<file path="config.mk">
export PLATFORM = sky130hd
export DESIGN_NAME = bsw_front_flat
export DESIGN_NICKNAME = d
export VERILOG_FILES = /design/src/bsw_pkg.sv /design/src/bsw_in_if.sv /design/src/bsw_front.sv /design/src/flat_wrapper.sv
export SDC_FILE = /design/constraint.sdc
export NUM_CORES = 2
export LEC_CHECK = 0
export ABC_AREA = 1
export CORE_MARGIN = 2
export CORE_UTILIZATION = 31
export DETAILED_ROUTE_END_ITERATION = 16
export DONT_BUFFER_PORTS = 1
export MAX_ROUTING_LAYER = met4
export PLACE_DENSITY = 0.49
export SLEW_MARGIN = 30
export SYNTH_ARGS = -nofsm -noshare
export SYNTH_HDL_FRONTEND = slang
export SYNTH_SLANG_ARGS = --single-unit
</file>
<file path="constraint.sdc">
create_clock -name clk -period 7.86 [get_ports clk]
set_input_delay 0.393 -clock clk [delete_from_list [all_inputs] [get_ports clk]]
set_output_delay 0.393 -clock clk [all_outputs]
set_load 0.01 [all_outputs]
</file>
<file path="src/bsw_pkg.sv">
// ----------------------------------------------------------------------------
// bsw_pkg: shared types and constants
// Widths, mode and command codes, and the divider handshake structs used by
// the ball sample Welford statistics block.
// ----------------------------------------------------------------------------
package bsw_pkg;

  localparam int unsigned DIMS_W     = 7;
  localparam int unsigned SAMPLE_W   = 32;
  localparam int unsigned SQ_W       = 40;
  localparam int unsigned PSUM_W     = 48;
  localparam int unsigned COUNT_W    = 40;
  localparam int unsigned STAT_W     = 48;
  localparam int unsigned M2_W       = 64;
  localparam int unsigned DIV_NUM_W  = 96;
  localparam int unsigned DIV_STEP_W = 7;

  localparam logic [DIMS_W-1:0]     DIMS_RESET = 7'd3;
  // 1.0 in Q9.40, one bit wider than the Q8.40 partial sum
  localparam logic [PSUM_W:0]       ONE_Q40    = 49'h100_0000_0000;

  localparam logic [DIV_STEP_W-1:0] STEPS_MEAN = 7'd48;
  localparam logic [DIV_STEP_W-1:0] STEPS_VAR  = 7'd72;
  localparam logic [DIV_STEP_W-1:0] STEPS_ERR  = 7'd96;

  typedef enum logic [1:0] {
    MODE_SAMPLE = 2'd0,
    MODE_REPORT = 2'd1,
    MODE_CLEAR  = 2'd2,
    MODE_NONE   = 2'd3
  } mode_t;

  typedef enum logic [1:0] {
    OP_UPDATE = 2'd0,
    OP_REPORT = 2'd1,
    OP_CLEAR  = 2'd2
  } op_t;

  typedef struct packed {
    op_t               op;
    logic [STAT_W-1:0] x;
  } cmd_t;

  typedef struct packed {
    logic                  start;
    logic [DIV_STEP_W-1:0] steps;
    logic [DIV_NUM_W-1:0]  num;
    logic [COUNT_W-1:0]    den;
  } div_req_t;

  typedef struct packed {
    logic                 done;
    logic [DIV_NUM_W-1:0] quo;
  } div_rsp_t;

endpackage

</file>
<file path="src/bsw_in_if.sv">
// ----------------------------------------------------------------------------
// bsw_in_if: input item channel
// Valid/ready channel carrying one mode and one uniform sample per word.
// ----------------------------------------------------------------------------
interface bsw_in_if;
  logic                          valid;
  logic                          ready;
  logic [1:0]                    mode;
  logic [bsw_pkg::SAMPLE_W-1:0]  sample;

  modport source (output valid, output mode, output sample, input ready);
  modport sink   (input valid, input mode, input sample, output ready);
endinterface

</file>
<file path="src/bsw_front.sv">
// ----------------------------------------------------------------------------
// bsw_front: sample front end
// Squares samples, builds the partial sum of a point, runs the unit ball
// test and turns items into update, report and clear commands.
// ----------------------------------------------------------------------------
module bsw_front #(
  parameter int unsigned MAX_DIMS = 64
) (
  input  logic           clk,
  input  logic           rst,
  bsw_in_if.sink         sample_in,
  input  logic [bsw_pkg::DIMS_W-1:0] point_dims,
  output logic           push,
  output bsw_pkg::cmd_t  push_cmd,
  input  logic           full
);

  localparam int unsigned DIM_W = $clog2(MAX_DIMS + 1);
  localparam int unsigned CMP_W = (DIM_W > bsw_pkg::DIMS_W) ? DIM_W : bsw_pkg::DIMS_W;

  logic                            s1_valid;
  logic [1:0]                      s1_mode;
  logic [bsw_pkg::SAMPLE_W-1:0]    s1_sample;
  logic                            s2_valid;
  logic [1:0]                      s2_mode;
  logic [bsw_pkg::SQ_W-1:0]        s2_sq;
  logic [bsw_pkg::PSUM_W-1:0]      psum;
  logic [bsw_pkg::PSUM_W-1:0]      psum_next;
  logic [DIM_W-1:0]                coord;
  logic [DIM_W-1:0]                coord_next;

  logic [2*bsw_pkg::SAMPLE_W-1:0]  square;
  logic [bsw_pkg::PSUM_W:0]        sum;
  logic [CMP_W-1:0]                pd_ext;
  logic [CMP_W-1:0]                dims;
  logic                            last;
  logic                            need;
  logic                            go;

  assign square = s1_sample * s1_sample;

  always_comb begin
    pd_ext = CMP_W'(point_dims);
    if (pd_ext == '0) begin
      dims = CMP_W'(1);
    end else if (pd_ext > CMP_W'(MAX_DIMS)) begin
      dims = CMP_W'(MAX_DIMS);
    end else begin
      dims = pd_ext;
    end
    last = ({1'b0, CMP_W'(coord)} + (CMP_W+1)'(1)) >= {1'b0, dims};
    sum  = {1'b0, psum} + (bsw_pkg::PSUM_W+1)'(s2_sq);
  end

  always_comb begin
    need       = 1'b0;
    push_cmd   = '{op: bsw_pkg::OP_REPORT, x: '0};
    psum_next  = psum;
    coord_next = coord;
    case (bsw_pkg::mode_t'(s2_mode))
      bsw_pkg::MODE_SAMPLE: begin
        if (last) begin
          psum_next  = '0;
          coord_next = '0;
          if (sum < bsw_pkg::ONE_Q40) begin
            need     = 1'b1;
            push_cmd = '{op: bsw_pkg::OP_UPDATE, x: {psum[bsw_pkg::SQ_W-1:0], 8'd0}};
          end
        end else begin
          psum_next  = sum[bsw_pkg::PSUM_W] ? '1 : sum[bsw_pkg::PSUM_W-1:0];
          coord_next = coord + DIM_W'(1);
        end
      end
      bsw_pkg::MODE_REPORT: begin
        need = 1'b1;
      end
      bsw_pkg::MODE_CLEAR: begin
        need       = 1'b1;
        push_cmd   = '{op: bsw_pkg::OP_CLEAR, x: '0};
        psum_next  = '0;
        coord_next = '0;
      end
      default: begin
        need = 1'b0;
      end
    endcase
  end

  // hold the whole pipe while a command waits for queue space
  assign go              = !(s2_valid && need && full);
  assign push            = s2_valid && need && !full;
  assign sample_in.ready = go;

  always_ff @(posedge clk) begin
    if (rst) begin
      s1_valid <= 1'b0;
      s2_valid <= 1'b0;
      psum     <= '0;
      coord    <= '0;
    end else if (go) begin
      s1_valid <= sample_in.valid;
      s2_valid <= s1_valid;
      if (s2_valid) begin
        psum  <= psum_next;
        coord <= coord_next;
      end
    end
  end

  always_ff @(posedge clk) begin
    if (go) begin
      s1_mode   <= sample_in.mode;
      s1_sample <= sample_in.sample;
      s2_mode   <= s1_mode;
      s2_sq     <= square[2*bsw_pkg::SAMPLE_W-1:24];
    end
  end

endmodule

</file>
<file path="src/flat_wrapper.sv">
// flat-port wrapper written by rule: the top's interface ports become plain ports
module bsw_front_flat 
#(
  parameter int unsigned MAX_DIMS = 64
)
  (clk, rst, point_dims, push, push_cmd, full, sample_in_valid, sample_in_mode, sample_in_sample, sample_in_ready);
  bsw_in_if sample_in_i ();
  input  logic clk;
  input  logic rst;
  input  logic [bsw_pkg::DIMS_W-1:0] point_dims;
  output logic push;
  output bsw_pkg::cmd_t push_cmd;
  input  logic full;
  input wire logic [$bits(sample_in_i.valid)-1:0] sample_in_valid;
  input wire logic [$bits(sample_in_i.mode)-1:0] sample_in_mode;
  input wire logic [$bits(sample_in_i.sample)-1:0] sample_in_sample;
  output wire logic [$bits(sample_in_i.ready)-1:0] sample_in_ready;
  assign sample_in_i.valid = sample_in_valid;
  assign sample_in_i.mode = sample_in_mode;
  assign sample_in_i.sample = sample_in_sample;
  assign sample_in_ready = sample_in_i.ready;
  bsw_front #(.MAX_DIMS(MAX_DIMS)) u_core (.clk(clk), .rst(rst), .sample_in(sample_in_i), .point_dims(point_dims), .push(push), .push_cmd(push_cmd), .full(full));
endmodule
</file>
==> run summary <==
Final hold violations - 0
Failing checks - DRC
Die extent in x - 357 um
Initial Util - 31.3%
Initial antenna violation count - 1
Hpwl dp - 91300 um
# nets final - 6007
Ports - 97
Via-to-Cell Ratio - 4.44
Clock tree root driver cell - clkbuf_16
Post-synth top area share - 41.0%
Slew margin rel. - 31.4%
Crit Path Category - reg2reg
Post-route cell area - 41900 sq um
Placed cell area - 41000 sq um
Avg Cell Area, Syn - 8.00 sq um
Vias in the first global route - 31.0k
Antenna-violating nets left - 0
Largest net degree at the start of global routing - 154
CP startpoint kind - flip-flop
Crit end category - flip-flop
Detailed-router iteration count before antenna repair - 14
Minimum clock period - 7.43 ns
H-tree levels - 4
Worst-Skew Late Latency - 0.54 ns
Global route overflow - 0
Worst path required time - 8.13 ns
Synth area leader - fa_1
Achievable Freq - 0.135 GHz
Post-synth EDFFs - 76
CP max stage delay - 0.56 ns
Num rows - 129
Port Buf Inserts - 0
Top post-synthesis cells by area - fa_1 41%, inv_1 14%, ha_1 11%
Syn-to-layout area delta - 8.43%
Yosys reg bits - 133
Final period utilization - 94.6%
Overall routing resource usage - 18.4%
Per-cell routed wire length - 17.0 um
Die area - 128000 sq um
Reg area - 3420 sq um
Setup TNS - 0 ns
Setup violations, final - 0
Cell mode on critical path - fa_1
Arrival time at the worst endpoint - 7.70 ns
Post-synth ARST share - 0%
DRT iter0 DRCs - 1639
Total Wirelength - 110000 um
Core Box Area - 124000 sq um
Worst-case clock skew - 0.0302 ns
Gpl congestion - 0.898
Status - finished, violations left
CTS Buffer Depth - 2
Global-route wire length before repair - 174000 um
Sequential cell area fraction in the yosys report - 8.85%
Main synth FF type - edfxtp_1
Vias post-DR - 28.8k
Post-Syn Area - 38700 sq um
Most used cells in the layout excluding fill and tap cells - 1466 x inv_1, 995 x nand2_1, 792 x fa_1, 348 x ha_1, 301 x nor2_1
Commonest non-fill, non-tap cell in the layout - inv_1
Final Max Slew Viols - 0
RSZ-0062 raised after global routing - no
Remaining DRCs - 11
Share of cells above drive strength 1 - 2.83%
Area of the multi-input gates - 29100 sq um
Hold Path Class - in2reg
Clock transition at path regs - 0.10 ns
Fill cell count - 13.1k
CTS tree - done
Syn Inst Count - 4839
Die Y - 357 um
Synth unique cells - 46
Yosys warns - 0
Worst Path Max Fanout - 32
Max-cap viol count - 0
Sink Count - 133
CTS buffer count - 17
Worst Tran Pin Value - 1.03 ns
Critical Path Slowest Stage Cell - fa_1
## what timing repair did
item / CTS / global route
setup buffers: 0 / 3
hold endpoints to repair: 36 / 0
gates resized for setup: 0 / 2
hold buffers: 36 / 0
endpoints found under the setup margin: 0 / 3
## through the flow
stage	cells	worst slack, ns	hold slack [ns]	util, %
6_report	6473	0.425	0.269	33.9
2_1_floorplan	4846	0.505	0.400	-
3_5_place_dp	6401	0.275	0.407	33.1
4_1_cts	6469	0.258	0.255	33.8
5_1_grt	6473	0.0671	0.282	33.9
3_3_place_gp	6401	0.319	0.403	33.1
## kinds of logic after synthesis
family	synth area share, %
flip-flops	8.85
adder cells (fa/ha/maj)	52.2
other	0.00969
XOR/XNOR	2.83
AND/OR/NAND/NOR	14.7
buffers and inverters	15.9
AO/OA/AOI/OAI	5.42
## critical path: cells and delay by family, from the launching register on
kind            cells  cell delay, ns
compound gates      3            0.41
xor+xnor            1            0.15
fa+ha+maj           9            4.36
buf+inv             7            0.78
flops               1            0.39
simple gates        8            1.01
## final cells by class
class | instances | area share (%)
antenna | 1 | 0.00597
timing repair buffer | 106 | 2.90
clock buffer | 19 | 1.08
sequential | 133 | 8.16
tap | 1637 | 4.88
multi-input combinational | 3089 | 69.5
inverter | 1475 | 13.2
clock inverter | 13 | 0.313
## cell usage after synthesis, types with 2 or more instances
cell and n:
a21boi_0 3, a21o_1 10, a21oi_1 187, a22oi_1 2, a31o_2 8, a31oi_1 22, and3_1 2, buf_1 21
buf_2 5, buf_4 12, buf_6 3, clkbuf_1 108, dfxtp_1 57, edfxtp_1 76, fa_1 792, ha_1 348
inv_1 1466, inv_2 9, nand2_1 995, nand2_2 2, nand3_1 90, nand3b_1 2, nand4_1 18, nor2_1 302
nor2_2 5, nor3_1 11, nor4_1 7, o211ai_1 8, o21a_1 16, o21ai_0 80, o21bai_1 26, o221ai_1 2
or2_2 8, xnor2_1 46, xor2_1 79
## path summary, 6_finish.rpt
check | to | slack (ns) | cells after the start | startpoint
worst min-delay path | u_core.coord[6]$_SDFFE_PP0P_ | 0.27 | 3 | rst
worst max register to register | u_core.s2_sq[38]$_DFFE_PN_ | 0.43 | 28 | u_core.s1_sample[17]$_DFFE_PN_
worst min register to register | u_core.s2_mode[0]$_DFFE_PN_ | 0.42 | 0 | u_core.s1_mode[0]$_DFFE_PN_
worst max-delay path | u_core.s2_sq[38]$_DFFE_PN_ | 0.43 | 28 | u_core.s1_sample[17]$_DFFE_PN_
## per-layer routing
layer	up-vias	wire [um]	GRT usage, %
li1	13953	-	-
met4	0	2130	4.01
met3	108	5380	3.09
met2	565	50900	29.3
met5	-	0	-
met1	14124	51700	24.5
## state kept, by name, summed over array words and instances (netlist names)
name,cells
u_core.s1_valid,1
u_core.s1_sample,32
u_core.s1_mode,2
u_core.s2_sq,40
u_core.coord,7
u_core.s2_valid,1
u_core.s2_mode,2
u_core.psum,48
Power is left out: the tool's default activity adds up to more than one toggle a clock period on the data nets, which glitch-free logic cannot reach.
