--- config.mk ---
export PLATFORM = sky130hd
export DESIGN_NAME = bsw_queue
export DESIGN_NICKNAME = d
export VERILOG_FILES = /design/src/bsw_pkg.sv /design/src/bsw_queue.sv
export SDC_FILE = /design/constraint.sdc
export NUM_CORES = 1
export LEC_CHECK = 0
export BUFFER_PORTS_ARGS = -buffer_cell sky130_fd_sc_hd__buf_4
export CAP_MARGIN = 15
export CORE_MARGIN = 8
export CORE_UTILIZATION = 61
export DETAILED_ROUTE_END_ITERATION = 7
export GPL_TIMING_DRIVEN = 1
export PLACE_DENSITY = 0.88
export SYNTH_ARGS = -nofsm -noshare
export SYNTH_HDL_FRONTEND = slang
export SYNTH_SLANG_ARGS = --single-unit
--- constraint.sdc ---
create_clock -name clk -period 3.3 [get_ports clk]
set_clock_uncertainty 0.05 [all_clocks]
set_input_delay 0.33 -clock clk [delete_from_list [all_inputs] [get_ports clk]]
set_output_delay 0.33 -clock clk [all_outputs]
set_load 0.05 [all_outputs]
--- src/bsw_pkg.sv ---
// ----------------------------------------------------------------------------
// bsw_pkg: shared types and constants
// Widths, mode and command codes, and the divider handshake structs used by
// the ball sample Welford statistics block.
// ----------------------------------------------------------------------------
package bsw_pkg;

  localparam int unsigned DIMS_W     = 7;
  localparam int unsigned SAMPLE_W   = 32;
  localparam int unsigned SQ_W       = 40;
  localparam int unsigned PSUM_W     = 48;
  localparam int unsigned COUNT_W    = 40;
  localparam int unsigned STAT_W     = 48;
  localparam int unsigned M2_W       = 64;
  localparam int unsigned DIV_NUM_W  = 96;
  localparam int unsigned DIV_STEP_W = 7;

  localparam logic [DIMS_W-1:0]     DIMS_RESET = 7'd3;
  // 1.0 in Q9.40, one bit wider than the Q8.40 partial sum
  localparam logic [PSUM_W:0]       ONE_Q40    = 49'h100_0000_0000;

  localparam logic [DIV_STEP_W-1:0] STEPS_MEAN = 7'd48;
  localparam logic [DIV_STEP_W-1:0] STEPS_VAR  = 7'd72;
  localparam logic [DIV_STEP_W-1:0] STEPS_ERR  = 7'd96;

  typedef enum logic [1:0] {
    MODE_SAMPLE = 2'd0,
    MODE_REPORT = 2'd1,
    MODE_CLEAR  = 2'd2,
    MODE_NONE   = 2'd3
  } mode_t;

  typedef enum logic [1:0] {
    OP_UPDATE = 2'd0,
    OP_REPORT = 2'd1,
    OP_CLEAR  = 2'd2
  } op_t;

  typedef struct packed {
    op_t               op;
    logic [STAT_W-1:0] x;
  } cmd_t;

  typedef struct packed {
    logic                  start;
    logic [DIV_STEP_W-1:0] steps;
    logic [DIV_NUM_W-1:0]  num;
    logic [COUNT_W-1:0]    den;
  } div_req_t;

  typedef struct packed {
    logic                 done;
    logic [DIV_NUM_W-1:0] quo;
  } div_rsp_t;

endpackage

--- src/bsw_queue.sv ---
// ----------------------------------------------------------------------------
// bsw_queue: command queue
// Small FIFO between the front end and the statistics engine.
// ----------------------------------------------------------------------------
module bsw_queue #(
  parameter int unsigned DEPTH = 4
) (
  input  logic           clk,
  input  logic           rst,
  input  logic           push,
  input  bsw_pkg::cmd_t  push_cmd,
  input  logic           pop,
  output bsw_pkg::cmd_t  head,
  output logic           full,
  output logic           empty
);

  localparam int unsigned PTR_W = $clog2(DEPTH);
  localparam int unsigned CNT_W = $clog2(DEPTH + 1);

  bsw_pkg::cmd_t     entries [DEPTH];
  logic [PTR_W-1:0]  wr_ptr;
  logic [PTR_W-1:0]  rd_ptr;
  logic [CNT_W-1:0]  count;

  assign full  = count == CNT_W'(DEPTH);
  assign empty = count == '0;
  assign head  = entries[rd_ptr];

  always_ff @(posedge clk) begin
    if (rst) begin
      wr_ptr <= '0;
      rd_ptr <= '0;
      count  <= '0;
    end else begin
      if (push) begin
        wr_ptr <= (wr_ptr == PTR_W'(DEPTH - 1)) ? '0 : wr_ptr + PTR_W'(1);
      end
      if (pop) begin
        rd_ptr <= (rd_ptr == PTR_W'(DEPTH - 1)) ? '0 : rd_ptr + PTR_W'(1);
      end
      if (push && !pop) begin
        count <= count + CNT_W'(1);
      end else if (pop && !push) begin
        count <= count - CNT_W'(1);
      end
    end
  end

  always_ff @(posedge clk) begin
    if (push) begin
      entries[wr_ptr] <= push_cmd;
    end
  end

endmodule

==> results of run 1 <==
-- state kept, by name, summed over array words and instances, names as in the netlist, named ones only --
| name | count |
|---|---|
| wr_ptr | 2 |
| rd_ptr | 2 |
| count | 3 |
| entries | 200 |
-- worst max path at each step --
stage              start            end  slack (ns)  cells after the start
3_3_place_gp        flop       head[25]        1.05                      3
6_report            flop       head[25]        0.64                      3
4_1_cts             flop       head[20]        0.55                      3
2_1_floorplan  wr_ptr[0]  entries[3][0]        1.10                      2
5_1_grt             flop       head[27]        0.47                      3
3_5_place_dp        flop       head[20]        1.06                      3
-- stage by stage --
step                      power, W  utilization  hold WS [ns]  cells
after detailed placement   0.00398        0.696         0.465    579
final                      0.00598        0.769        0.0133    645
after floorplan            0.00371            -         0.349    306
after global placement     0.00396        0.696         0.430    579
after CTS                  0.00603        0.766      0.000335    641
after global routing       0.00618        0.769       0.00122    645
-- cell type report --
type	instances	share of cell area
Multi-Input combinational cell	81	0.144
Timing Repair Buffer	146	0.126
Clock buffer	31	0.0598
Sequential cell	209	0.646
Tap cell	172	0.0225
Clock inverter	2	0.000914
Inverter	4	0.00157
-- power groups by stage --
stage          Combinational, W  Clock, W  Sequential, W
6_report               0.000863   0.00203        0.00309
5_1_grt                0.000904   0.00217        0.00310
4_1_cts                0.000869   0.00207        0.00309
3_5_place_dp           0.000836         0        0.00315
3_3_place_gp           0.000821         0        0.00314
2_1_floorplan          0.000589         0        0.00312
-- worst reg2reg max path: stages, from the launching register on --
cell     delay [ns]
dfxtp_1        0.35
inv_1          0.10
ha_1           0.15
and2_2         0.64
buf_12         0.29
-- cell usage after synthesis --
| master | instances |
|---|---|
| a21oi_1 | 2 |
| and2_1 | 4 |
| buf_1 | 1 |
| buf_12 | 5 |
| buf_2 | 5 |
| buf_6 | 1 |
| dfxtp_1 | 9 |
| edfxtp_1 | 200 |
| fa_1 | 1 |
| ha_1 | 6 |
| inv_1 | 4 |
| mux2i_1 | 4 |
| mux4_2 | 50 |
| nor2_1 | 7 |
| nor3_1 | 1 |
| nor3b_1 | 2 |
| o21ai_0 | 1 |
| or3_1 | 1 |
| xor2_1 | 2 |
-- cell families (layout without fill, tap and decap cells) --
kind of cell    count (synthesis)  in the layout
simple gates                   15             15
flops                         209            209
fa+ha+maj                       7              7
xor+xnor                        2              2
buf+inv                        16            183
mux                            54             54
compound gates                  3              3
-- routing by layer --
metal / share of wire / GRT usage / vias up
li1: - / - / 1593
met1: 0.39 / 0.211 / 1857
met2: 0.52 / 0.298 / 117
met3: 0.056 / 0.0385 / 30
met4: 0.025 / 0.0608 / 0
met5: 0 / 0 / -
-- what timing repair did --
action                                 CTS  global route
endpoints found under the hold margin  110            13
setup endpoints to repair                0             0
hold buffers                            29             4
==> metrics.cfg, run 1 <==
[run_status]
status=finished, final reports clean

[finish]
fin_nets=523
diodes=0
final_common_cell=edfxtp_1
multiInputGateArea_um2=1380
final_cell_mix=edfxtp_1 (200), buf_4 (111), mux4_2 (50), dlygate4sd3_1 (33), clkbuf_16 (21)
design_area_um2=9580
syn_to_final_growth_pct=24.3
ff_latch_area_um2=6190
layout-drive-gt1-share=0.406
fill_cells=669

[critical_path]
path_buf_inv=2
cpPeakStageDelay_ns=0.77
crit_arrival_ns=2.28
reg2reg_from=wr_ptr[0]
cp.required_ns=2.92
crit_path_start_kind=flop
crit_type=flop to output port
crit_chain=buf_12 > mux4_2 > buf_4
cp_slowest_cell=dfxtp_4
path_delay_family=flip-flops
worst-r2r-cell-count=4
regToRegSetupSlack_ns=1.40
cp-end-kind=output port
r2r-end=entries[0][27]
crit_fanout=33

[synth]
muxShareOfSynthArea=0.151
synth_seq_cells=209
yosys.area.top_type=edfxtp_1
synth_warnings=0
synthSimpleGateAreaFrac=0.0101
synth_cell_types=19
yosys.area_share.xor_xnor=0.00227
syn_avg_cell_area_um2=25.2
synth_top_family_by_area=multiplexers
netlist.area_leader.share=0.779
syn-num-nets=367
synth-adder-area-share=0.0123
syn_inst=306
synthTopCellsByArea=edfxtp_1 (78%), mux4_2 (15%), dfxtp_1 (2.3%)
syn_area_um2=7710
synth_compound_area_frac=0.00195
seq_area_frac_synth=0.802

[floorplanning]
start_util=0.619
die-area_um2=16500
die_h_um=128
num_rows=41
core_um2=12500
design.portCount=106
fp.dieW_um=128

[detailed_routing]
drc=0
detailroute.via_count=3597
final_antenna_net_count=0
drt_first_pass_iters=6
drt_wl_total_um=13900
wl_per_cell_um=21.6
initialDrtViolationCount=304
vias_per_cell=5.58

[clock_network]
cts_tree=built
cts_setup_buffers=0
clock_latency_ns=0.47
cts.sinks=209
cts_root_buf=clkbuf_16
cts.clk_slew.worst_paths_ns=0.06
htreeDepth=1
clockBufferDepth=3
cts-resized-gates=0
cts_made_buffers=20

[hold_path]
worstHoldStart=push_cmd[15]
hold_end=entries[0][15]
min-delay-path-class=input port to flop
holdPathStages=1

[sta]
fmaxAchievable_ghz=0.376
rsz0062_at_grt=false
setup_slack_ns=0.638
slew_violations=0
final_hold_viol_count=0
tns_ns=0
period_share=0.807
setup_viol=0
period_minus_slack_ns=2.66
relSlewSlack=0.496
worstMarginPinSlew_ns=0.755

[grt]
grt_pass1_wl_um=21600
overflow=0
grt_antenna_before_repair=0
grt_pass1_vias=3928
grt_max_degree=51
grt_util_all_layers=0.173

[power]
powerDensity_nw_per_um2=624
p_clk_frac=0.339
p_sw_w=0.00143
p_sw_frac=0.239
leakagePower_nw=3.30
ir_drop_mv=0.599
power_frac_seq=0.517
intPower_w=0.00455
comb_power_share=0.144

[place]
port_buffers=105
dp_slack_ns=1.06
place_area_um2=8670
hpwl_um=8490
gp_congestion=0.765

[job]
drv_cap=0

Power figures use the tool's default switching activity.
==> run 2, diff against run 1 <==
- ABC_AREA: unset -> 1
- CORE_UTILIZATION: 61 -> 51
- PLACE_DENSITY: 0.88 -> 0.79
- clock period: 3.3 -> 2.3 ns (I/O delays scaled with it)
==> metrics.cfg, run 2 <==
[clock_network]
cts_made_buffers=22  ; was 20
cts_root_buf=clkbuf_16  ; unchanged
clock_latency_ns=0.48  ; was 0.47 ns
cts.clk_slew.worst_paths_ns=0.06  ; about the same
clockBufferDepth=3  ; unchanged
cts_tree=built  ; unchanged
htreeDepth=1  ; unchanged
cts.sinks=209  ; unchanged

[grt]
overflow=0  ; unchanged
grt_pass1_vias=5167  ; was 3928
grt_pass1_wl_um=27100  ; was 21600 µm
grt_util_all_layers=0.172  ; was 0.173
grt_max_degree=101  ; was 51
grt_antenna_before_repair=0  ; unchanged

[power]
leakagePower_nw=3.61  ; was 3.30 nW
powerDensity_nw_per_um2=901  ; was 624 nW/µm²
ir_drop_mv=0.529  ; was 0.599 mV

[synth]
seq_area_frac_synth=0.784  ; was 0.802
syn_avg_cell_area_um2=14.6  ; was 25.2 µm²
muxShareOfSynthArea=0  ; was 0.151
yosys.area_share.xor_xnor=0.00111  ; was 0.00227
syn-num-nets=603  ; was 367
synth-adder-area-share=0.0121  ; was 0.0123
syn_inst=542  ; was 306
synth_compound_area_frac=0.107  ; was 0.00195
synth_most_common_cell=edfxtp_1  ; unchanged
synthTopCellsByArea=edfxtp_1 (76%), nor2_1 (5.1%), o21ai_1 (4.4%)  ; was edfxtp_1 (78%), mux4_2 (15%), dfxtp_1 (2.3%)
synth_cell_types=21  ; was 19
syn_area_um2=7890  ; was 7710 µm²
synthSimpleGateAreaFrac=0.0591  ; was 0.0101
synth_warnings=0  ; unchanged
synth_ff_type=edfxtp_1  ; unchanged
synth_edf_count=200  ; unchanged
yosys.area.top_type=edfxtp_1  ; unchanged
netlist.area_leader.share=0.761  ; was 0.779
synth_top_family_by_area=compound AO/OA/AOI/OAI gates  ; was multiplexers
synth_commonest_cells=edfxtp_1 (200), nor2_1 (108), o21ai_1 (69)  ; was edfxtp_1 (200), mux4_2 (50), dfxtp_1 (9)
synthArstFlopShare=0  ; unchanged
synth_seq_cells=209  ; unchanged

[job]
drv_cap=0  ; unchanged

[finish]
diodes=0  ; unchanged
ff_latch_area_um2=6190  ; unchanged
regMostFlops=entries  ; unchanged
multiInputGateArea_um2=1410  ; was 1380 µm²
final_cell_mix=edfxtp_1 (200), nor2_1 (108), buf_4 (108), o21ai_1 (69), dlygate4sd3_1 (51)  ; was edfxtp_1 (200), buf_4 (111), mux4_2 (50), dlygate4sd3_1 (33), clkbuf_16 (21)
final_common_cell=edfxtp_1  ; unchanged
syn_to_final_growth_pct=27.1  ; was 24.3%
fin_cells=907  ; was 645
largest_reg_flops=200  ; unchanged
top_regs=entries x200, count x3  ; unchanged
fill_cells=1025  ; was 669
fin_nets=764  ; was 523
layout-drive-gt1-share=0.214  ; was 0.406

[sta]
fmaxAchievable_ghz=0.465
period_share=0.935
worstMarginPinSlew_ns=0.429  ; was 0.755 ns
setup_slack_ns=0.150  ; was 0.638 ns
final_hold_viol_count=0  ; unchanged
hold_ws_ns=0.0214  ; was 0.0133 ns
rsz0062_at_grt=false  ; unchanged
setup_viol=0  ; unchanged
relSlewSlack=0.714  ; was 0.496
slew_violations=0  ; unchanged
tns_ns=0  ; unchanged
period_minus_slack_ns=2.15

[critical_path]
crit_arrival_ns=1.87  ; was 2.28 ns
cp_slowest_cell=dfxtp_4  ; unchanged
crit_fanout=100  ; was 33
cpPeakStageDelay_ns=0.41  ; was 0.77 ns
crit_type=flop to output port  ; unchanged
path_delay_family=buffers and inverters  ; was flip-flops
path_buf_inv=2  ; unchanged
cp-end-kind=output port  ; unchanged
crit_chain=inv_12 > nor2_1 > o22ai_1 > buf_4  ; was buf_12 > mux4_2 > buf_4
crit_path_start_kind=flop  ; unchanged
cp.required_ns=2.02  ; was 2.92 ns

[floorplanning]
start_util=0.521  ; was 0.619
fp.dieW_um=140  ; was 128 µm
num_rows=45  ; was 41
die_h_um=140  ; was 128 µm
core_um2=15100  ; was 12500 µm²
die-area_um2=19700  ; was 16500 µm²
design.portCount=106  ; unchanged

[hold_path]
min-delay-path-class=input port to flop  ; unchanged

[detailed_routing]
drt_wl_total_um=17300  ; was 13900 µm
final_antenna_net_count=0  ; unchanged
drt_first_pass_iters=5  ; was 6
vias_per_cell=5.47  ; was 5.58
detailroute.via_count=4958  ; was 3597
drc=0  ; unchanged
initialDrtViolationCount=397  ; was 304
wl_per_cell_um=19.0  ; was 21.6 µm

[place]
hpwl_um=9260  ; was 8490 µm
port_buffers=105  ; unchanged
dp_slack_ns=0.333  ; was 1.06 ns
gp_congestion=0.743  ; was 0.765
placed_cells=813  ; was 579

[run_status]
status=finished, final reports clean  ; unchanged

## run 2: final cells by class
| type | instances | share of cell area |
|---|---|---|
| well taps | 188 | 0.0234 |
| flip-flops and latches | 209 | 0.617 |
| repair buffers | 168 | 0.147 |
| inverters | 16 | 0.00723 |
| multi-input cells | 286 | 0.141 |
| clock inverters | 11 | 0.00524 |
| clock buffers | 29 | 0.0596 |
## run 2: what timing repair did
action                                  4_1_cts  5_1_grt
setup buffers                                 1        2
endpoints found under the hold margin       204        0
endpoints found under the setup margin       34       19
resized for setup                             3        2
hold buffers                                 51        0
## run 2: cells by family (layout without fill, tap and decap cells)
logic type	count (synthesis)	count (layout)
adders and majority gates	7	7
and+or+nand+nor	122	122
AOI/OAI and AO/OA	156	156
buffers and inverters	47	224
xor gates and xnor gates	1	1
DFF	209	209
## run 2: where the power goes
group / total [W] / leakage [nW] / internal, W / switching, W
registers: 0.00440 / 1.91 / 0.00435 / 0.0000553
clock network: 0.00317 / 0.314 / 0.00183 / 0.00134
logic: 0.00147 / 1.38 / 0.000463 / 0.00100
## run 2: worst paths after layout
check                               start        endpoint  slack, ns  cells after the start
worst max-delay path                 flop        head[22]       0.15                      4
worst min-delay path                 push       wr_ptr[1]       0.02                      3
worst max register to register  wr_ptr[0]  entries[0][35]       0.86                      5
worst min register to register  wr_ptr[1]       wr_ptr[1]       0.49                      2
## run 2: layer usage
metal  share of wire  vias up  GRT usage
li1                -     2354          -
met1            0.40     2416      0.205
met2            0.52      170      0.309
met3           0.067       18     0.0357
met4           0.012        0     0.0474
met5               0        -          0
## run 2: through the flow
step | instance area (µm²) | utilization | power [W]
3_5_place_dp | 8830 | 0.583 | 0.00586
2_1_floorplan | 7890 | - | 0.00539
5_1_grt | 10000 | 0.662 | 0.00934
4_1_cts | 10000 | 0.661 | 0.00908
6_report | 10000 | 0.662 | 0.00904
3_3_place_gp | 8830 | 0.583 | 0.00582
## run 2: tightest hold or removal path: stages
cell and delay (ns):
buf_4 0.14, inv_2 0.07, a21oi_1 0.06
