==> src/bsw_pkg.sv <==
// ----------------------------------------------------------------------------
// bsw_pkg: shared types and constants
// Widths, mode and command codes, and the divider handshake structs used by
// the ball sample Welford statistics block.
// ----------------------------------------------------------------------------
package bsw_pkg;

  localparam int unsigned DIMS_W     = 7;
  localparam int unsigned SAMPLE_W   = 32;
  localparam int unsigned SQ_W       = 40;
  localparam int unsigned PSUM_W     = 48;
  localparam int unsigned COUNT_W    = 40;
  localparam int unsigned STAT_W     = 48;
  localparam int unsigned M2_W       = 64;
  localparam int unsigned DIV_NUM_W  = 96;
  localparam int unsigned DIV_STEP_W = 7;

  localparam logic [DIMS_W-1:0]     DIMS_RESET = 7'd3;
  // 1.0 in Q9.40, one bit wider than the Q8.40 partial sum
  localparam logic [PSUM_W:0]       ONE_Q40    = 49'h100_0000_0000;

  localparam logic [DIV_STEP_W-1:0] STEPS_MEAN = 7'd48;
  localparam logic [DIV_STEP_W-1:0] STEPS_VAR  = 7'd72;
  localparam logic [DIV_STEP_W-1:0] STEPS_ERR  = 7'd96;

  typedef enum logic [1:0] {
    MODE_SAMPLE = 2'd0,
    MODE_REPORT = 2'd1,
    MODE_CLEAR  = 2'd2,
    MODE_NONE   = 2'd3
  } mode_t;

  typedef enum logic [1:0] {
    OP_UPDATE = 2'd0,
    OP_REPORT = 2'd1,
    OP_CLEAR  = 2'd2
  } op_t;

  typedef struct packed {
    op_t               op;
    logic [STAT_W-1:0] x;
  } cmd_t;

  typedef struct packed {
    logic                  start;
    logic [DIV_STEP_W-1:0] steps;
    logic [DIV_NUM_W-1:0]  num;
    logic [COUNT_W-1:0]    den;
  } div_req_t;

  typedef struct packed {
    logic                 done;
    logic [DIV_NUM_W-1:0] quo;
  } div_rsp_t;

endpackage

==> src/bsw_div.sv <==
// ----------------------------------------------------------------------------
// bsw_div: iterative divider
// Restoring division, one quotient bit a cycle, numerator taken from the top.
// ----------------------------------------------------------------------------
module bsw_div (
  input  logic               clk,
  input  logic               rst,
  input  bsw_pkg::div_req_t  req,
  output bsw_pkg::div_rsp_t  rsp
);

  logic                               busy;
  logic                               done;
  logic [bsw_pkg::DIV_STEP_W-1:0]     cnt;
  logic [bsw_pkg::COUNT_W-1:0]        rem;
  logic [bsw_pkg::COUNT_W-1:0]        den;
  logic [bsw_pkg::DIV_NUM_W-1:0]      numr;
  logic [bsw_pkg::DIV_NUM_W-1:0]      quo;
  logic [bsw_pkg::COUNT_W:0]          trial;
  logic [bsw_pkg::COUNT_W:0]          diff;
  logic                               ge;

  always_comb begin
    trial = {rem, numr[bsw_pkg::DIV_NUM_W-1]};
    ge    = trial >= {1'b0, den};
    diff  = trial - {1'b0, den};
  end

  assign rsp = '{done: done, quo: quo};

  always_ff @(posedge clk) begin
    if (rst) begin
      busy <= 1'b0;
      done <= 1'b0;
      cnt  <= '0;
    end else begin
      // pulse done for one cycle after the last step
      done <= !req.start && busy && (cnt == bsw_pkg::DIV_STEP_W'(1));
      if (req.start) begin
        busy <= 1'b1;
        cnt  <= req.steps;
      end else if (busy) begin
        cnt <= cnt - bsw_pkg::DIV_STEP_W'(1);
        if (cnt == bsw_pkg::DIV_STEP_W'(1)) begin
          busy <= 1'b0;
        end
      end
    end
  end

  always_ff @(posedge clk) begin
    if (req.start) begin
      rem  <= '0;
      den  <= req.den;
      numr <= req.num;
      quo  <= '0;
    end else if (busy) begin
      rem  <= ge ? diff[bsw_pkg::COUNT_W-1:0] : trial[bsw_pkg::COUNT_W-1:0];
      numr <= {numr[bsw_pkg::DIV_NUM_W-2:0], 1'b0};
      quo  <= {quo[bsw_pkg::DIV_NUM_W-2:0], ge};
    end
  end

endmodule

==> config.mk <==
export PLATFORM = sky130hd
export DESIGN_NAME = bsw_div
export DESIGN_NICKNAME = d
export VERILOG_FILES = /design/src/bsw_pkg.sv /design/src/bsw_div.sv
export SDC_FILE = /design/constraint.sdc
export NUM_CORES = 1
export LEC_CHECK = 0
export ABC_AREA = 0
export BUFFER_PORTS_ARGS = -buffer_cell sky130_fd_sc_hd__buf_4
export CAP_MARGIN = 25
export CORE_MARGIN = 1.5
export CORE_UTILIZATION = 30
export DETAILED_ROUTE_END_ITERATION = 16
export GPL_ROUTABILITY_DRIVEN = 0
export GPL_TIMING_DRIVEN = 0
export HOLD_SLACK_MARGIN = 0.03
export PLACE_DENSITY = 0.51
export SYNTH_ARGS = -nofsm -noshare
export SYNTH_HDL_FRONTEND = slang
export SYNTH_SLANG_ARGS = --single-unit
==> constraint.sdc <==
create_clock -name clk -period 7.9 [get_ports clk]
set_clock_uncertainty 0.1 [all_clocks]
set_input_delay 0.395 -clock clk [delete_from_list [all_inputs] [get_ports clk]]
set_output_delay 0.395 -clock clk [all_outputs]
set_load 0.01 [all_outputs]
==> qor.txt, run 1 <==
fillers = 4310
Worst setup EP type = register
Tightest Pin Transition = 0.769 ns
clock share of power = 39.9%
Post-synth EDFFs = 136
clk buf depth = 3
CP Class = register to register
Synth Instances = 1186
CORE AREA = 44000 sq um
Mean Syn Cell Area = 11.2 sq um
RSZ-0062 raised after global routing = no
CP max stage cell = a221oi_1
Total Nets Final = 1761
FFs w/ async S/R, synth = 0%
register area share after synthesis = 52.5%
CP startpoint kind = register
Initial Util = 30.2%
Area contributors post-synth = edfxtp_1 31%, dfxtp_1 22%, mux2i_1 9.4%
net switching share of the total power = 26.9%
combinational power share = 17.5%
Final Total Pwr = 3.95 mW
final wirelength = 36100 microns
Seq pwr share = 42.6%
via count = 10200
Slew Viols, Final = 0
total grt overflow = 0
Horiz. Die Dim = 214 microns
I/O pins = 243
Num Clock Sinks = 281
total CTS buffers = 35
WL/cell = 16.4 microns
hpwl dp = 25600 microns
clock-pin slew on the worst setup and hold paths = 0.06 ns
critical-path cell list = inv_1, ha_1, a21oi_1, o21bai_1, a221oi_1, a21o_1, a211o_1, a31oi_2, nor2_1, clkbuf_1, nand2_1, a311oi_2
setup bufs post-CTS = 0
Post-Synthesis Cell Area = 13300 sq um
gr usage total = 15.7%
Tmin final = 3.64 ns
synthesized net count = 1375
synth unique cells = 66
Final Cycle Share = 46.0%
drt pass-1 iters = 4
Routed Antenna Nets = 0
Power Internal = 2.88 mW
vias in the first global route = 10500
Setup Total Neg Slack = 0 ns
top-count cell post-synth = nor2_1
TritonCTS clock tree = built
Initial DRC Count = 448
Die ar. = 45700 sq um
H-tree depth = 2
Setup WS pre-CTS = 3.96 ns
root buffer cell = clkbuf_16
result of the run = finished clean
critical path peak fanout = 10
share of layout cells above drive strength 1 = 26.5%
largest net degree at the start of global routing = 61
MaxCap Viol Count = 0
Rel. slew slack = 48.7%
antenna violations before repair = 6
CP arrival = 3.98 ns
multi-input logic area = 5780 sq um
final hold vios = 0
Synth warnings = 0
clk_lat worst skew = 0.56 ns
cell taking the most area after synthesis = edfxtp_1
Most used DFF post-synth = dfxtp_1
FF+latch count, synth = 281
final worst slack = 4.26 ns
maximum vdd ir drop = 0.000163 V
Util after Layout = 41.1%
Die Height = 214 microns
hold crit path type = input port to register
Sequential cell area = 6990 sq um
Psw = 1.06 mW
Leakage = 7.49 nW
Synth top area share = 30.7%
# rows = 77
synth cell count leaders = 165 x nor2_1, 145 x dfxtp_1, 136 x edfxtp_1
slowest stage delay, CP = 0.65 ns
fmax = 0.275 GHz
drc violations = 0
PwrDens = 218 nW/um^2
port bufs = 241
final setup vio count = 0
Critical Path RT = 8.24 ns
Area growth, synth to finish = 36.0%
Vias per Instance = 4.67
global-route wire length before repair = 56200 microns
stage by stage:
| step | area (sq um) | hold slack, ns | std cells |
|---|---|---|---|
| floorplan | 13300 | 0.357 | 1186 |
| global placement | 15900 | 0.382 | 2019 |
| detailed placement | 15900 | 0.388 | 2020 |
| CTS | 18100 | 0.0303 | 2191 |
| global route | 18100 | 0.0351 | 2196 |
| finish | 18100 | 0.0598 | 2196 |
state kept, by name (all words and copies together), names as in the netlist:
register	cells
den	40
done	1
busy	1
cnt	7
quo	96
rem	40
numr	96
power groups by stage:
stage          Sequential, mW  Combinational (mW)  Clock (mW)
2_1_floorplan            1.70               0.464           0
3_3_place_gp             1.71               0.636           0
4_1_cts                  1.68               0.696        1.63
5_1_grt                  1.69               0.764        1.69
6_report                 1.68               0.692        1.57
3_5_place_dp             1.71               0.646           0
repair_timing:
action / 4_1_cts / 5_1_grt
resized for setup: 0 / 0
hold endpoints to repair: 107 / 0
hold buffers: 107 / 0
final timing paths:
check	from	end	slack [ns]	cells after the start
worst max-delay path	den[10]	rem[36]	4.26	12
worst min-delay path	req[128]	numr[88]	0.06	2
worst max register to register	den[10]	rem[36]	4.26	12
worst min register to register	rem[1]	rem[1]	0.39	2
cell families after synthesis:
family / Yosys count / share of synthesized area (%)
AND/OR/NAND/NOR: 293 / 9.72
buffers and inverters: 129 / 4.16
flip-flops: 281 / 52.5
multiplexers: 220 / 17.4
adder cells (fa/ha/maj): 43 / 4.10
AO/OA/AOI/OAI: 180 / 9.48
XOR/XNOR: 40 / 2.63
metal layers:
layer	vias to the layer above	share of wire [%]	global-route usage [%]
met1	4888	44	19.7
met5	-	0.036	0
met3	59	6.6	4.79
met4	2	2.4	5.56
li1	5046	-	-
met2	251	47	25.6
worst max-delay path, delay by kind of cell, from the launching register on:
family / cells / cell delay (ns)
adder cells (fa/ha/maj): 1 / 0.37
buffers and inverters: 2 / 0.54
AO/OA/AOI/OAI: 7 / 1.89
flip-flops: 1 / 0.32
AND/OR/NAND/NOR: 2 / 0.32
layout make-up:
class / instances / share of cell area [%]
Antenna cell: 5 / 0.0691
Buffer: 69 / 1.82
Clock buffer: 49 / 5.46
Clock inverter: 15 / 0.733
Inverter: 60 / 1.24
Multi-Input combinational cell: 776 / 31.9
Sequential cell: 281 / 38.6
Tap cell: 592 / 4.09
Timing Repair Buffer: 349 / 16.1
cell usage in the layout, fill, tap and decap left out, drive strengths merged, types with 5 or more instances in the layout:
cell	instances
a211oi	33
a21o	17
a21oi	50
a311oi	9
a31oi	5
and3	6
buf	269
clkbuf	91
clkinv	10
dfxtp	145
diode	5
dlygate4sd3	107
edfxtp	136
ha	42
inv	63
mux2	95
mux2i	125
nand2	51
nand2b	6
nand3	12
nand4	11
nor2	165
nor3	14
nor4	6
o21ai	21
o21bai	7
xnor2	25
xor2	15
(Power assumes the default switching activity.)
==> run 2: changes to the inputs <==
Settings changed: ABC_AREA 0 to 1.
Clock period 7.9 ns to 3.5 ns, I/O delays scaled along.
==> qor.txt, run 2 <==
drt pass-1 iters = 5 (+1)
MaxCap Viol Count = 0 (unchanged)
largest net degree at the start of global routing = 59 (-3.3%)
Horiz. Die Dim = 218 microns (+2.1%)
drc violations = 0 (unchanged)
Util after Layout = 42.1% (+0.97 points)
Leakage = 9.14 nW (+22%)
FFs w/ async S/R, synth = 0% (unchanged)
Most used DFF post-synth = dfxtp_1
biggest regs = numr: 96 flops, quo: 96 flops
clk buf depth = 3 (unchanged)
top-count cell post-synth = nand2_1
CP Class = input port to register
Rel. slew slack = 45.3% (-3.4 points)
Area contributors post-synth = edfxtp_1 29%, dfxtp_1 21%, nand2_1 20%
WL/cell = 14.1 microns (-14%)
hpwl dp = 30200 microns (+18%)
Setup Total Neg Slack = 0 ns (unchanged)
Die ar. = 47600 sq um (+4.3%)
commonest non-fill, non-tap cell in the layout = nand2_1
total grt overflow = 0 (unchanged)
CP startpoint kind = input port
Synth Instances = 1806 (+52%)
Final Total Pwr = 8.18 mW (+110%)
final wirelength = 40400 microns (+12%)
Num Clock Sinks = 281 (unchanged)
Worst setup EP type = register
port bufs = 241 (unchanged)
Total Nets Final = 2424 (+38%)
final hold vios = 0 (unchanged)
Routed Antenna Nets = 0 (unchanged)
Synth warnings = 0 (unchanged)
H-tree depth = 2 (unchanged)
clk_lat worst skew = 0.55 ns (about the same)
RSZ-0062 raised after global routing = no
Mean Syn Cell Area = 7.70 sq um (-31%)
TritonCTS clock tree = built
most frequent cells in the layout = 725 x nand2_1, 296 x inv_1, 247 x buf_4, 151 x dlygate4sd3_1, 145 x dfxtp_1
cell taking the most area after synthesis = edfxtp_1
Final Cycle Share = 75.7%
Synth top area share = 29.4% (-1.3 points)
Initial Util = 30.5% (+0.26 points)
antenna violations before repair = 7 (+1)
total CTS buffers = 34 (-2.9%)
Die Height = 218 microns (+2.1%)
via count = 12600 (+23%)
root buffer cell = clkbuf_16
global-route wire length before repair = 65000 microns (+16%)
CORE AREA = 45600 sq um (+3.5%)
Initial DRC Count = 645 (+44%)
# rows = 78 (+1.3%)
synth unique cells = 36 (-45%)
vias in the first global route = 12800 (+21%)
Tmin final = 2.65 ns
register area share after synthesis = 50.3% (-2.2 points)
Slew Viols, Final = 0 (unchanged)
result of the run = finished clean
Post-synth EDFFs = 136 (unchanged)
fmax = 0.377 GHz
maximum vdd ir drop = 0.000330 V (+100%)
Critical Path RT = 3.83 ns (-4.41 ns)
CP arrival = 2.98 ns (-1.00 ns)
Post-Synthesis Cell Area = 13900 sq um (+4.4%)
clock-pin slew on the worst setup and hold paths = 0.06 ns (about the same)
share of layout cells above drive strength 1 = 14.7% (-12 points)
critical path peak fanout = 41 (+31)
gr usage total = 17.0% (+1.3 points)
PwrDens = 427 nW/um^2 (+96%)
FF+latch count, synth = 281 (unchanged)
hold crit path type = input port to register
synthesized net count = 1995 (+45%)
Vias per Instance = 4.41 (-5.5%)
I/O pins = 243 (unchanged)
Area growth, synth to finish = 38.0%
final setup vio count = 0 (unchanged)
Tightest Pin Transition = 0.820 ns (+0.0514 ns)
synth cell count leaders = 725 x nand2_1, 296 x inv_1, 145 x dfxtp_1
==> run 2: critical path, cell delays in order <==
cell and delay, ns:
buf_4 0.46, clkbuf_1 0.36, inv_2 0.17, nand2_1 0.42
inv_2 0.22, buf_1 0.35, nand2_1 0.16, a31oi_1 0.07
dlygate4sd3_1 0.57
==> run 2: power by group <==
| group | internal, mW | switching [mW] | total [mW] | leakage [nW] |
|---|---|---|---|---|
| clock | 2.21 | 1.45 | 3.66 | 0.567 |
| sequential | 3.65 | 0.0502 | 3.70 | 2.55 |
| combinational | 0.378 | 0.442 | 0.820 | 6.02 |
| total | 6.24 | 1.95 | 8.18 | 9.14 |
==> run 2: layout make-up <==
class | count | area [sq um]
Clock inverter | 14 | 186
Antenna cell | 4 | 10.0
Tap cell | 600 | 751
Timing Repair Buffer | 393 | 3350
Sequential cell | 281 | 6990
Multi-Input combinational cell | 1161 | 5490
Clock buffer | 47 | 982
Buffer | 64 | 304
Fill cell | 4648 | 26400
Inverter | 300 | 1130
==> run 2: worst paths after layout <==
check / from / endpoint / slack [ns] / cells past startpoint
worst min register to register: rem[20] / rem[20] / 0.37 / 2
worst max register to register: busy / cnt[3] / 1.00 / 6
worst max-delay path: req[143] / cnt[3] / 0.85 / 9
worst min-delay path: req[143] / den[4] / 0.06 / 1
==> run 2: routing by layer <==
layer / global-route usage (%) / wire (microns)
met3: 4.59 / 2550
met4: 5.06 / 907
met2: 28.5 / 18700
met1: 21.2 / 18200
met5: 0 / 35
==> run 2: stage by stage <==
stage | cell area, sq um | std cells | setup WS (ns) | hold slack, ns
floorplan | 13900 | 1806 | 1.07 | 0.174
global placement | 16500 | 2647 | -0.409 | 0.255
detailed placement | 16500 | 2648 | 0.521 | 0.255
CTS | 19200 | 2860 | 0.804 | 0.0549
global route | 19200 | 2864 | 0.614 | 0.0697
finish | 19200 | 2864 | 0.850 | 0.0617
==> run 2: cells by family (layout without fill, tap and decap cells) <==
logic type	count (synthesis)	count (layout)	share of synthesized area (%)
AND/OR/NAND/NOR	927	927	26.9
XOR/XNOR	27	27	1.70
flip-flops	281	281	50.3
other	0	4	0
buffers and inverters	364	818	10.3
AO/OA/AOI/OAI	164	164	6.96
adder cells (fa/ha/maj)	43	43	3.92
==> run 2: repair_timing <==
item	CTS	global route
buffers inserted	0	0
gates resized for setup	0	0
hold endpoints to repair	145	0
hold buffers	151	0
==> run 3: changes to the inputs <==
Clock period 3.5 ns to 2.55 ns, I/O delays scaled along.
==> qor.txt, run 3 (synthesis gave the netlist of run 2 again) <==
critical path peak fanout = 10 (-76%)
final wirelength = 40600 microns (+0.44%)
Horiz. Die Dim = 218 microns (unchanged)
PwrDens = 585 nW/um^2 (+37%)
cell count after placement = 2648 (unchanged)
via count = 12600 (+0.048%)
global-route wire length before repair = 65000 microns (+0.12%)
final setup vio count = 0 (unchanged)
Slew Viols, Final = 0 (unchanged)
Num Clock Sinks = 281 (unchanged)
setup bufs post-CTS = 0 (unchanged)
Worst setup EP type = register
port bufs = 241 (unchanged)
fillers = 4643 (-0.11%)
Util after Layout = 42.1% (about the same)
multi-input logic area = 5510 sq um (+0.46%)
# rows = 78 (unchanged)
Final Cycle Share = 93.4%
Total Nets Final = 2419 (-0.21%)
Critical Path RT = 2.85 ns (-0.98 ns)
root buffer cell = clkbuf_16
share of layout cells above drive strength 1 = 15.1% (+0.43 points)
Final Total Pwr = 11.2 mW (+37%)
TritonCTS clock tree = built
clock-pin slew on the worst setup and hold paths = 0.05 ns (about the same)
Setup WS pre-CTS = -0.381 ns (-0.903 ns)
final worst slack = 0.169 ns (-0.680 ns)
Initial Util = 30.5% (unchanged)
CP arrival = 2.68 ns (-0.30 ns)
vias in the first global route = 12800 (-0.070%)
Psw = 2.67 mW (+37%)
Rel. slew slack = 49.7% (+4.3 points)
Die ar. = 47600 sq um (unchanged)
I/O pins = 243 (unchanged)
final hold vios = 0 (unchanged)
clk_lat worst skew = 0.55 ns (about the same)
biggest regs = numr: 96 flops, quo: 96 flops
Area growth, synth to finish = 38.0% (about the same)
maximum vdd ir drop = 0.000449 V (+36%)
Sequential cell area = 6990 sq um (unchanged)
drt pass-1 iters = 5 (unchanged)
Initial DRC Count = 622 (-3.6%)
Tmin final = 2.38 ns
result of the run = finished clean
commonest non-fill, non-tap cell in the layout = nand2_1
net switching share of the total power = 23.8% (+0.029 points)
H-tree depth = 2 (unchanged)
most frequent cells in the layout = 721 x nand2_1, 296 x inv_1, 245 x buf_4, 145 x dfxtp_1, 145 x dlygate4sd3_1
worst hold slack = 0.209 ns (+0.147 ns)
Leakage = 9.12 nW (-0.18%)
Setup Total Neg Slack = 0 ns (unchanged)
gr usage total = 17.1% (+0.045 points)
hold crit path type = input port to register
hpwl dp = 30200 microns (unchanged)
MaxCap Viol Count = 0 (unchanged)
total CTS buffers = 34 (unchanged)
Non-Filler Cell Area, Final = 19200 sq um (about the same)
fmax = 0.420 GHz
combinational power share = 10.0% (about the same)
CP startpoint kind = register
drc violations = 0 (unchanged)
clk buf depth = 3 (unchanged)
Seq pwr share = 45.2% (about the same)
DP Area = 16500 sq um (unchanged)
antenna violations before repair = 7 (unchanged)
Die Height = 218 microns (unchanged)
total grt overflow = 0 (unchanged)
CP Class = register to register
largest net degree at the start of global routing = 59 (unchanged)
CORE AREA = 45600 sq um (unchanged)
Tightest Pin Transition = 0.755 ns (-0.0652 ns)
clock share of power = 44.8% (about the same)
WL/cell = 14.2 microns (+0.61%)
Routed Antenna Nets = 0 (unchanged)
Vias per Instance = 4.42 (+0.22%)
final cell count without fillers = 2859 (-0.17%)
Power Internal = 8.55 mW (+37%)
## run 3: cell types whose count changed in the layout (fill, tap and decap cells not counted), sizes merged
| cell | delta |
|---|---|
| clkbuf | +2 |
| buf | -1 |
| dlygate4sd3 | -6 |
## run 3: area by class of cell
class / count / share of cell area, %
multi-input combinational: 1161 / 28.7
buffer: 64 / 1.68
timing repair buffer: 388 / 17.2
sequential: 281 / 36.4
antenna: 4 / 0.0522
tap: 600 / 3.91
inverter: 300 / 5.87
clock buffer: 47 / 5.12
clock inverter: 14 / 0.972
## run 3: routing by layer
layer | GRT usage [%] | part of all wire, % | vias up
met4 | 5.06 | 2.3 | 6
li1 | - | - | 6521
met5 | 0 | 0.086 | -
met3 | 4.52 | 6.2 | 66
met1 | 21.4 | 45 | 5741
met2 | 28.6 | 46 | 300
## run 3: path summary, 6_finish.rpt
path         startpoint      end  slack [ns]  depth (start not counted)
min             req[18]  den[18]        0.21                          2
max             den[16]   rem[7]        0.17                         14
max reg2reg     den[16]   rem[7]        0.17                         14
min reg2reg     rem[20]  rem[20]        0.37                          2
## run 3: power by group through the flow
| stage | sequential [mW] | clock [mW] | combinational (mW) |
|---|---|---|---|
| 6_report | 5.07 | 5.03 | 1.12 |
| 5_1_grt | 5.10 | 5.37 | 1.26 |
| 4_1_cts | 5.08 | 5.19 | 1.13 |
| 3_5_place_dp | 5.17 | 0 | 0.937 |
| 3_3_place_gp | 5.17 | 0 | 0.919 |
| 2_1_floorplan | 5.15 | 0 | 0.553 |
## run 3: worst max-delay path, cell delays in order (launching register included)
cell and delay (ns):
edfxtp_1 0.34, inv_1 0.04, ha_1 0.34, nand2_1 0.12, nor2_2 0.21, nand2_1 0.15, nor2_4 0.18, nand3_1 0.10
nand2_2 0.09, nor2_4 0.05, nand2_4 0.11, buf_4 0.19, nand2_1 0.07, nand3_1 0.07, o21ai_0 0.08
## run 3: timing repair
item	CTS	global route
hold endpoints to repair	180	0
resized for setup	0	16
hold buffers	146	0
endpoints found under the setup margin	0	77
